$ cat src/hdl/apq_pkg.sv
// Shared constants, codes and types of the array priority queue.
`default_nettype none
package apq_pkg;

    localparam int CAPACITY = 128;
    localparam int DATA_W   = 32;
    localparam int ACT_W    = 2;
    localparam int STAT_W   = 2;
    localparam int IDX_W    = $clog2(CAPACITY);
    localparam int CNT_W    = $clog2(CAPACITY + 1);

    typedef enum logic [ACT_W-1:0] {
        ACT_PUSH = 2'd0,
        ACT_POP  = 2'd1,
        ACT_SORT = 2'd2
    } act_e_t;

    typedef enum logic [STAT_W-1:0] {
        ST_OK    = 2'd0,
        ST_FULL  = 2'd1,
        ST_EMPTY = 2'd2
    } status_e_t;

    typedef enum logic [2:0] {
        S_IDLE,
        S_POP_RD,
        S_LD_I,
        S_CMP,
        S_WR_I
    } state_t;

    // One write and one read address shared by the value and priority stores.
    typedef struct packed {
        logic              we;
        logic [IDX_W-1:0]  waddr;
        logic [IDX_W-1:0]  raddr;
        logic [DATA_W-1:0] wval;
        logic [DATA_W-1:0] wpri;
    } mem_req_t;

    typedef struct packed {
        logic              valid;
        logic [DATA_W-1:0] popped;
        logic [STAT_W-1:0] status;
    } result_t;

endpackage
`default_nettype wire

$ cat src/hdl/apq_seq.sv
// Sequencer: counters, command decode and the shared compare-and-swap step of the sort.
`default_nettype none
module apq_seq
    import apq_pkg::*;
(
    input  wire logic              aclk,
    input  wire logic              aresetn,
    input  wire logic              in_valid,
    output logic                   in_ready,
    input  wire logic [ACT_W-1:0]  in_action,
    input  wire logic [DATA_W-1:0] in_value,
    input  wire logic [DATA_W-1:0] in_priority,
    input  wire logic              out_free,
    input  wire logic [DATA_W-1:0] rd_val,
    input  wire logic [DATA_W-1:0] rd_pri,
    output mem_req_t               mem,
    output result_t                res
);

    state_t            state_reg, state_next;
    logic [CNT_W-1:0]  filled_reg, filled_next;
    logic [CNT_W-1:0]  taken_reg, taken_next;
    logic [CNT_W-1:0]  i_reg, i_next;
    logic [CNT_W-1:0]  j_reg, j_next;
    logic [DATA_W-1:0] cur_val_reg, cur_val_next;
    logic [DATA_W-1:0] cur_pri_reg, cur_pri_next;

    logic              accept;
    logic              full, empty;
    logic [CNT_W-1:0]  live, i_left, j_left;
    logic [CNT_W-1:0]  i_inc, j_inc;
    logic              i_more, j_more, swap;

    assign in_ready = (state_reg == S_IDLE) && out_free;
    assign accept   = in_valid && in_ready;
    assign full     = (filled_reg == CNT_W'(CAPACITY));
    assign empty    = (taken_reg == filled_reg);
    assign live     = filled_reg - taken_reg;
    assign i_left   = filled_reg - i_reg;
    assign j_left   = filled_reg - j_reg;
    assign i_inc    = i_reg + CNT_W'(1);
    assign j_inc    = j_reg + CNT_W'(1);
    // Another outer pass is needed while at least two entries remain from i+1 on.
    assign i_more   = i_left > CNT_W'(2);
    assign j_more   = j_left > CNT_W'(1);
    assign swap     = $signed(cur_pri_reg) <= $signed(rd_pri);

    always_comb begin
        state_next = state_reg;
        unique case (state_reg)
            S_IDLE: begin
                if (accept) begin
                    if (in_action == ACT_POP && !empty) begin
                        state_next = S_POP_RD;
                    end else if (in_action == ACT_SORT && live >= CNT_W'(2)) begin
                        state_next = S_LD_I;
                    end
                end
            end
            S_POP_RD: state_next = S_IDLE;
            S_LD_I:   state_next = S_CMP;
            S_CMP: begin
                if (!j_more) begin
                    state_next = S_WR_I;
                end
            end
            S_WR_I: begin
                state_next = i_more ? S_LD_I : S_IDLE;
            end
            default:  state_next = S_IDLE;
        endcase
    end

    always_comb begin
        filled_next  = filled_reg;
        taken_next   = taken_reg;
        i_next       = i_reg;
        j_next       = j_reg;
        cur_val_next = cur_val_reg;
        cur_pri_next = cur_pri_reg;
        mem          = '0;
        res          = '0;
        unique case (state_reg)
            S_IDLE: begin
                mem.raddr = taken_reg[IDX_W-1:0];
                if (accept) begin
                    res.valid  = 1'b1;
                    res.status = ST_OK;
                    unique case (in_action)
                        ACT_PUSH: begin
                            if (full) begin
                                res.status = ST_FULL;
                            end else begin
                                mem.we      = 1'b1;
                                mem.waddr   = filled_reg[IDX_W-1:0];
                                mem.wval    = in_value;
                                mem.wpri    = in_priority;
                                filled_next = filled_reg + CNT_W'(1);
                            end
                        end
                        ACT_POP: begin
                            if (empty) begin
                                res.status = ST_EMPTY;
                            end else begin
                                // The head is read now; the result is formed in S_POP_RD.
                                res.valid  = 1'b0;
                                taken_next = taken_reg + CNT_W'(1);
                            end
                        end
                        ACT_SORT: begin
                            if (live >= CNT_W'(2)) begin
                                res.valid = 1'b0;
                                i_next    = taken_reg;
                            end
                        end
                        default: begin
                            res.status = ST_OK;
                        end
                    endcase
                end
            end
            S_POP_RD: begin
                res.valid  = 1'b1;
                res.popped = rd_val;
                res.status = ST_OK;
            end
            S_LD_I: begin
                cur_val_next = rd_val;
                cur_pri_next = rd_pri;
                j_next       = i_inc;
                mem.raddr    = i_inc[IDX_W-1:0];
            end
            S_CMP: begin
                // Entry i lives in the registers; entry j swaps with it in place.
                if (swap) begin
                    mem.we       = 1'b1;
                    mem.waddr    = j_reg[IDX_W-1:0];
                    mem.wval     = cur_val_reg;
                    mem.wpri     = cur_pri_reg;
                    cur_val_next = rd_val;
                    cur_pri_next = rd_pri;
                end
                if (j_more) begin
                    j_next    = j_inc;
                    mem.raddr = j_inc[IDX_W-1:0];
                end
            end
            S_WR_I: begin
                mem.we    = 1'b1;
                mem.waddr = i_reg[IDX_W-1:0];
                mem.wval  = cur_val_reg;
                mem.wpri  = cur_pri_reg;
                mem.raddr = i_inc[IDX_W-1:0];
                i_next    = i_inc;
                if (!i_more) begin
                    res.valid  = 1'b1;
                    res.status = ST_OK;
                end
            end
            default: begin
                res = '0;
            end
        endcase
    end

    always_ff @(posedge aclk) begin
        if (!aresetn) begin
            state_reg  <= S_IDLE;
            filled_reg <= '0;
            taken_reg  <= '0;
            i_reg      <= '0;
            j_reg      <= '0;
        end else begin
            state_reg  <= state_next;
            filled_reg <= filled_next;
            taken_reg  <= taken_next;
            i_reg      <= i_next;
            j_reg      <= j_next;
        end
        cur_val_reg <= cur_val_next;
        cur_pri_reg <= cur_pri_next;
    end

    a_taken_le_filled: assert property (@(posedge aclk) disable iff (!aresetn)
        taken_reg <= filled_reg)
        else $error("taken count passed filled count");

    a_filled_le_cap: assert property (@(posedge aclk) disable iff (!aresetn)
        filled_reg <= CNT_W'(CAPACITY))
        else $error("filled count passed capacity");

    a_pop_result: assert property (@(posedge aclk) disable iff (!aresetn)
        state_reg == S_POP_RD |-> res.valid && out_free)
        else $error("pop result without a free output slot");

    a_sort_window: assert property (@(posedge aclk) disable iff (!aresetn)
        (state_reg == S_CMP) |-> (j_reg > i_reg) && (j_reg < filled_reg)
                                 && (i_reg >= taken_reg))
        else $error("sort index outside the live entries");

    a_idle_after_result: assert property (@(posedge aclk) disable iff (!aresetn)
        res.valid |=> state_reg == S_IDLE)
        else $error("sequencer busy after its result");

endmodule
`default_nettype wire

$ cat config.mk
export PLATFORM = sky130hd
export DESIGN_NAME = apq_seq
export DESIGN_NICKNAME = d
export VERILOG_FILES = /design/src/hdl/apq_pkg.sv /design/src/hdl/apq_seq.sv
export SDC_FILE = /design/constraint.sdc
export NUM_CORES = 1
export LEC_CHECK = 0
export BUFFER_PORTS_ARGS = -buffer_cell sky130_fd_sc_hd__buf_2
export CORE_MARGIN = 2
export CORE_UTILIZATION = 30
export DETAILED_ROUTE_END_ITERATION = 10
export PLACE_DENSITY = 0.51
export SLEW_MARGIN = 20
export SYNTH_ARGS = -nofsm -noshare
export SYNTH_HDL_FRONTEND = slang
export SYNTH_SLANG_ARGS = --single-unit
$ cat constraint.sdc
create_clock -name aclk -period 5.3 [get_ports aclk]
set_clock_uncertainty 0.15 [all_clocks]
set_input_delay 0.265 -clock aclk [delete_from_list [all_inputs] [get_ports aclk]]
set_output_delay 0.265 -clock aclk [all_outputs]
set_load 0.02 [all_outputs]
======== After elaboration in Yosys (flattened, before gate mapping) ========
Index checks and enable logic that the tools add are counted.
word-level totals
  register bits after elaboration ......... 99
  memory bits (read-only) ................. 0
  bits in latches ......................... 0
  RAM bits ................................ 0
  output and inout port bits .............. 115
  memories kept ........................... 0
operators by class
  shifts and indexed selects .............. 0
  eq/ne operators ......................... 15
  magnitude comparators ................... 4
  $add $sub $neg .......................... 7
  muxes and demuxes ....................... 40
  $mul .................................... 0
  divide/modulo/power cells ............... 0
  reduce and logical (&&, ||, !) cells .... 16
  bitwise operators ....................... 2
operator list
  kind                   number
  $mux W64               4
  $pmux W64 S3           1
  $pmux W32 S2           2
  $mux W32               3
  $mux W8                8
  $add A8 B1 Y8 const B  4
  $le A32 B32 Y1         1
  $pmux W8 S2            2
  $pmux W8 S3            1
  $sub A8 B8 Y8          3
  $pmux W7 S3            1
  $mux W3                4
  $pmux W3 S4            1
  $reduce_and A4 Y1      3
  $eq A8 B8 Y1           1
  $eq A8 B8 Y1 const B   1
  $ge A8 B2 Y1 const B   1
  $gt A8 B1 Y1 const B   1
  $gt A8 B2 Y1 const B   1
  $mux W2                4
  $ne A2 B2 Y1 const B   4
  $mux W7                1
  $eq A3 B2 Y1 const B   2
  $mux W1                5
  other kinds (18)       25

======== Depth between registers and ports, before layout ========
Gate-level depths: netlist of the first run.
  word-level depth ........................ 7
  depth in mapped cells ................... 11

======== Worst setup path before layout of the first run ========
Ideal clock, no wire load.
  path kind ............................... flip-flop to flip-flop
  start point ............................. reg cur_pri_reg[7]
  end point ............................... reg cur_pri_reg[0], enable pin
  arrival ................................. 4.960 ns
  data required time ...................... 4.643 ns
  buffers on the path ..................... 0
  setup time .............................. 0.507 ns
  stages on the path, launching flop included .. 9
  path slack .............................. -0.317 ns
  cell sequence ........................... edfxtp_1 > ha_1 > a21oi_1 > o21a_1 > o221ai_1 > a2111o_1 > a21oi_1 > a21oi_1 > a21oi_1
between the ends
  cells in the longest elaborated chain, start to end .. 3
RTL lines
  what                         RTL line        text
  from (decl)                  apq_seq.sv:26   logic [DATA_W-1:0] cur_pri_reg, cur_pri_next;
  from (signal assigned)       apq_seq.sv:181  cur_pri_reg <= cur_pri_next;
  $le A32 B32 Y1               apq_seq.sv:46   assign swap = $signed(cur_pri_reg) <= $signed(rd_pri);
  $ne A2 B2 Y1 (no line)       n/a
  $reduce_and A2 Y1 (no line)  n/a
Every way passes these cells.
A chain may end at the register's enable or synchronous reset.

==> flow_summary.json, run 1 <==
{
  "clkSinkCount": 99,
  "r2r_start": "cur_pri_reg[31]$_DFFE_PP_",
  "cap_violations": 0,
  "ys_seq_area_share_pct": 36.01,
  "met3_length_mm": 1.500,
  "final_nets": 1365,
  "grt_setup_unrepaired": "no",
  "cts_tree": "done",
  "hold_viol": 0,
  "route.antenna.remaining_nets": 0,
  "yosysTopAreaCellShare_pct": 26.39,
  "htreeDepth": 3,
  "period_needed_ns": 3.963,
  "top_layer": "met4",
  "rr_worst_depth": 7,
  "grt_use_total_pct": 19.04,
  "grt-ovfl-total": 0,
  "setup_viol": 0,
  "clk_pin_slew_ns": 0.07,
  "ir_drop_uv": 136.3,
  "post_cts_buffers": 0,
  "fmax_mhz": 252.4,
  "yosysWarnings": 0,
  "ys_top_cells_by_area": "edfxtp_1 26%, ha_1 11%, dfxtp_1 9.6%",
  "worstSetupStartpointType": "primary input",
  "yosysTopAreaCell": "edfxtp_1",
  "worstReg2RegEnd": "cur_pri_reg[19]$_DFFE_PP_",
  "pwr-share-seq_pct": 47.6,
  "pwr-share-clk_pct": 39.9,
  "dr_total_vias": 7366,
  "stdcell_area_mm2": 0.009817,
  "synth_nets": 1076,
  "synth_area_per_cell_um2": 8.305,
  "p_leak_nw": 4.198,
  "cts_resized": 0,
  "grt_max_degree": 66,
  "maxSlewHeadroom_pct": 30.08,
  "tightest_slew_ns": 1.049,
  "initial_utilization_pct": 30.21,
  "antenna_found_initial": 0,
  "grt_pass1_wl_mm": 38.75,
  "clk_latency_ns": 0.35,
  "yosys-top-cells-count": "165 x nand2_1, 68 x inv_1, 64 x edfxtp_1",
  "multiInputGateArea_mm2": 0.004249,
  "yosysMostFrequentCell": "nand2_1",
  "synth_seq_cells": 99,
  "routed_wirelength_mm": 25.04,
  "root_buffer": "clkbuf_16",
  "placed_cell_area_mm2": 0.008872,
  "cp-end-kind": "primary output",
  "p_switching_mw": 0.4295,
  "cts_made_buffers": 9,
  "core.rowCount": 57,
  "drtIter0Drc": 467,
  "p_per_area_mw_per_mm2": 176.0,
  "coreArea_mm2": 0.02411,
  "wl_met1_mm": 11.30,
  "min_to": "j_reg[7]$_SDFFE_PN0P_",
  "drcViolationCount": 0,
  "firstDrtPassIters": 7,
  "pin_count": 249,
  "hpwl_mm": 18.82,
  "seq_area_mm2": 0.002623,
  "globalplace.congestion": 0.8403,
  "fin_crit_sh_pct": 74.77,
  "cts_buffer_depth": 2,
  "cp.required_ns": 4.89,
  "worstHoldStart": "aresetn",
  "setup_tns_ns": 0,
  "fill_cells": 2490,
  "synthCells": 877,
  "die_h_um": 159.8,
  "min_delay_path_depth": 2,
  "path_class": "in2out",
  "die_area_mm2": 0.02554,
  "worst-path-max-fanout": 8,
  "via_per_inst": 4.927,
  "combPwrFrac_pct": 12.5,
  "port_buffers": 248,
  "wl_per_cell_um": 16.75,
  "outcome": "finished, final reports clean",
  "intPower_mw": 1.298,
  "syn-cell-area_mm2": 0.007283,
  "hold_path.class": "in2reg",
  "switching_share_pct": 24.85,
  "synth-edff-count": 64,
  "die_width_um": 159.8,
  "fin_util_pct": 40.72,
  "grt_pass1_vias": 7060,
  "wl_met2_mm": 11.75,
  "finalPower_mw": 1.728,
  "r2r_slack_ns": 1.88,
  "drive_gt1_share_pct": 24.94,
  "area_delta_synth_final_pct": 34.79,
  "ys_types": 64,
  "drv_slew": 0,
  "async_flop_share_pct": 0,
  "n_antenna_cell": 0,
  "synth_flop_cell": "edfxtp_1",
  "critPathArrivalTime_ns": 3.55
}
==> cell usage in the layout, fill, tap and decap left out, types with 4 or more instances in the layout <==
cell type        n
dlygate4sd3_1   64
ha_1            62
edfxtp_1        64
o21ai_0         29
and2_1          37
nor2_1          42
buf_4           10
o31a_1           6
mux2i_1          8
o22ai_1         14
o31ai_1          9
a22oi_1          6
buf_2          248
xor2_1          10
inv_1           68
xnor2_1         24
nand3b_1         5
nand2_1        164
nand3_1         19
and3_1          11
o21a_1           8
clkbuf_16        9
nor2b_1          8
nor4_1           5
dfxtp_1         35
o211ai_1        12
nand2b_1         5
nand4_1         15
a31oi_1          4
a21o_1          10
o21ai_1         51
a21oi_1         43
nor3_1          10
==> per-layer routing <==
| layer | track usage [%] | vias up |
|---|---|---|
| li1 | - | 3677 |
| met1 | 25.35 | 3373 |
| met2 | 32.15 | 285 |
| met3 | 2.961 | 31 |
| met4 | 5.283 | 0 |
| met5 | 0 | - |
==> cell families (layout without fill, tap and decap cells) <==
group | Yosys count | count (layout) | share of synthesized area, %
multiplexers | 9 | 9 | 1.254
buffers and inverters | 114 | 408 | 6.098
flip-flops | 99 | 99 | 36.01
adder cells (fa/ha/maj) | 65 | 65 | 11.48
AND/OR/NAND/NOR | 334 | 334 | 21.54
XOR/XNOR | 34 | 34 | 4.089
AO/OA/AOI/OAI | 222 | 222 | 19.53
==> worst max path at each step <==
stage | startpoint | to | depth (start not counted)
3_5_place_dp | rd_pri[7] | cur_pri_reg[2]$_DFFE_PP_ | 11
2_1_floorplan | cur_pri_reg[7]$_DFFE_PP_ | cur_pri_reg[0]$_DFFE_PP_ | 8
5_1_grt | rd_pri[31] | mem[71] | 10
6_report | rd_pri[7] | mem[75] | 12
3_3_place_gp | rd_pri[7] | cur_pri_reg[9]$_DFFE_PP_ | 11
4_1_cts | rd_pri[5] | mem[75] | 12
==> stage by stage <==
stage / setup slack [ns] / hold WS (ns) / std cells
5_1_grt: 1.154 / 0.1317 / 1495
2_1_floorplan: 1.113 / 0.2139 / 877
6_report: 1.337 / 0.1392 / 1495
3_3_place_gp: 1.854 / 0.3029 / 1415
3_5_place_dp: 1.818 / 0.3050 / 1415
4_1_cts: 1.418 / 0.005737 / 1494
==> final cells by class <==
class,instances,share of cell area (%)
multi-input cells,664,43.28
repair buffers,323,20.14
clock buffers,10,2.332
well taps,324,4.129
clock inverters,6,0.7647
inverters,69,2.638
flip-flops and latches,99,26.71
==> critical path, cell delays in order <==
cell           delay, ns
dlygate4sd3_1       0.53
buf_2               0.15
inv_1               0.05
ha_1                0.32
a21oi_1             0.16
o21a_1              0.14
o221ai_1            0.11
a2111o_1            0.45
a21oi_1             0.29
a21oi_1             0.37
o31ai_1             0.46
buf_2               0.24
==> power groups by stage <==
stage | Clock [mW] | Sequential [mW] | Combinational (mW)
after floorplan | 0 | 0.840 | 0.0893
after global placement | 0 | 0.840 | 0.177
after detailed placement | 0 | 0.840 | 0.178
after CTS | 0.714 | 0.823 | 0.217
after global routing | 0.736 | 0.823 | 0.238
final | 0.689 | 0.823 | 0.216
==> timing repair <==
action	CTS	global route
setup endpoints to repair	0	0
hold endpoints to repair	63	1
hold buffers	63	1
Note: power is estimated with default switching activity, not from simulation.
==> run 2: changes to the inputs <==
PLACE_DENSITY = 0.49   (was 0.51)
clock period = 3.75 ns   (was 5.3 ns; I/O delays follow)
==> run 2 against run 1 <==
Net effect:
- register-to-register slack got worse by 1.3 ns
- non-clock buffer count increased by 14
- sequential power increased by 41%
- clock power increased by 35%
- core utilization increased by 0.55 points
- largest power group unchanged
- total power increased by 39%
==> flow_summary.json, run 2 (synthesized netlist as in run 1, its figures left out) <==
{
  "final_nets": 1379,
  "p_leak_nw": 4.278,
  "rr_worst_depth": 9,
  "slowest_delay_ns": 0.43,
  "clkSinkCount": 99,
  "die_width_um": 159.8,
  "coreArea_mm2": 0.02411,
  "min_delay_path_depth": 2,
  "grt_use_total_pct": 19.92,
  "fin_crit_sh_pct": 92.75,
  "clk_pin_slew_ns": 0.07,
  "setup_tns_ns": 0,
  "route.antenna.remaining_nets": 0,
  "via_per_inst": 4.858,
  "stdcell_count": 1509,
  "initial_utilization_pct": 30.21,
  "outcome": "finished, final reports clean",
  "setup_viol": 0,
  "die_area_mm2": 0.02554,
  "hold_viol": 0,
  "hold_path.class": "in2reg",
  "setup_ws_ns": 0.2718,
  "cts_made_buffers": 9,
  "pin_count": 249,
  "firstDrtPassIters": 5,
  "routed_wirelength_mm": 25.74,
  "drv_slew": 0,
  "hpwl_mm": 19.22,
  "whs_ns": 0.07374,
  "post_cts_buffers": 0,
  "cp_slowest_cell": "dfxtp_1",
  "placed_cell_area_mm2": 0.009002,
  "antenna_found_initial": 1,
  "globalplace.congestion": 0.8200,
  "area_delta_synth_final_pct": 36.59,
  "worst-path-max-fanout": 17,
  "stdcell_area_mm2": 0.009948,
  "drtIter0Drc": 444,
  "wl_per_cell_um": 17.06,
  "grt-ovfl-total": 0,
  "crit_chain": "inv_1, ha_1, and2_4, a221oi_2, a31oi_1, or3_4, a211oi_4, buf_4, o22ai_1, buf_2",
  "drcViolationCount": 0,
  "p_per_area_mw_per_mm2": 241.5,
  "post-place-ws_ns": 0.4189,
  "dpl.cell_count": 1429,
  "layout_commonest_cell": "buf_2",
  "maxSlewHeadroom_pct": 44.27,
  "cap_violations": 0,
  "period_needed_ns": 3.478,
  "path_class": "reg2out",
  "grt_pass1_vias": 7125,
  "port_buffers": 248,
  "dr_total_vias": 7330,
  "final_cell_mix": "248 x buf_2, 164 x nand2_1, 68 x inv_1, 64 x edfxtp_1, 64 x dlygate4sd3_1",
  "fmax_mhz": 287.5,
  "grt_max_degree": 65,
  "worstSetupStartpointType": "flip-flop",
  "cp-end-kind": "primary output",
  "n_antenna_cell": 0,
  "cts_buffer_depth": 2,
  "critPathArrivalTime_ns": 3.14,
  "cts_tree": "done",
  "ir_drop_uv": 184.4,
  "drive_gt1_share_pct": 26.16,
  "core.rowCount": 57,
  "grt_setup_unrepaired": "no",
  "clk_latency_ns": 0.36,
  "tightest_slew_ns": 0.8289,
  "cp.required_ns": 3.41,
  "htreeDepth": 3,
  "grt_pass1_wl_mm": 40.16,
  "die_h_um": 159.8,
  "root_buffer": "clkbuf_16"
}
-- run 2: what timing repair did --
action	4_1_cts	5_1_grt
endpoints found under the hold margin	64	0
hold buffers	64	0
endpoints found under the setup margin	0	52
resized for setup	0	5
-- run 2: where the power goes --
part	switching [mW]	leakage, nW	internal [mW]
Combinational	0.162	3.28	0.152
Sequential	0.00204	0.857	1.16
Clock	0.461	0.137	0.466
Total	0.625	4.28	1.78
-- run 2: per-layer routing --
metal	part of all wire, %	track usage (%)	vias to the layer above
met5	0	0	-
met4	1.1	3.440	0
met3	5.4	3.299	21
met2	48	34.20	239
met1	45	26.75	3372
li1	-	-	3698
-- run 2: area by class of cell --
type	count	area, um2
repair buffers	337	2111
well taps	324	405.4
flip-flops and latches	99	2623
multi-input cells	664	4265
clock buffers	10	229.0
fillers	2517	14160
clock inverters	6	56.30
inverters	69	259.0
-- run 2: critical path: cells and delay by family (launching register included) --
kind                       cells  cell delay, ns
AOI/OAI and AO/OA              4            0.85
buffers and inverters          3            0.63
and+or+nand+nor                2            0.54
DFF                            1            0.43
adders and majority gates      1            0.34
-- run 2: worst paths after layout --
check                                    to  slack (ns)                      start
setup / recovery                    mem[65]        0.27      j_reg[3]$_SDFFE_PN0P_
hold / removal        j_reg[7]$_SDFFE_PN0P_        0.07                    aresetn
setup reg to reg  cur_val_reg[25]$_DFFE_PP_        0.57  cur_pri_reg[21]$_DFFE_PP_
hold reg to reg       i_reg[7]$_SDFFE_PN0P_        0.40      i_reg[7]$_SDFFE_PN0P_
-- run 2: stage by stage --
stage                     util, %  power [mW]
after floorplan                 -       1.314
after global placement      37.35       1.444
after detailed placement    37.35       1.445
after CTS                   41.19       2.438
after global routing        41.27       2.499
final                       41.27       2.403
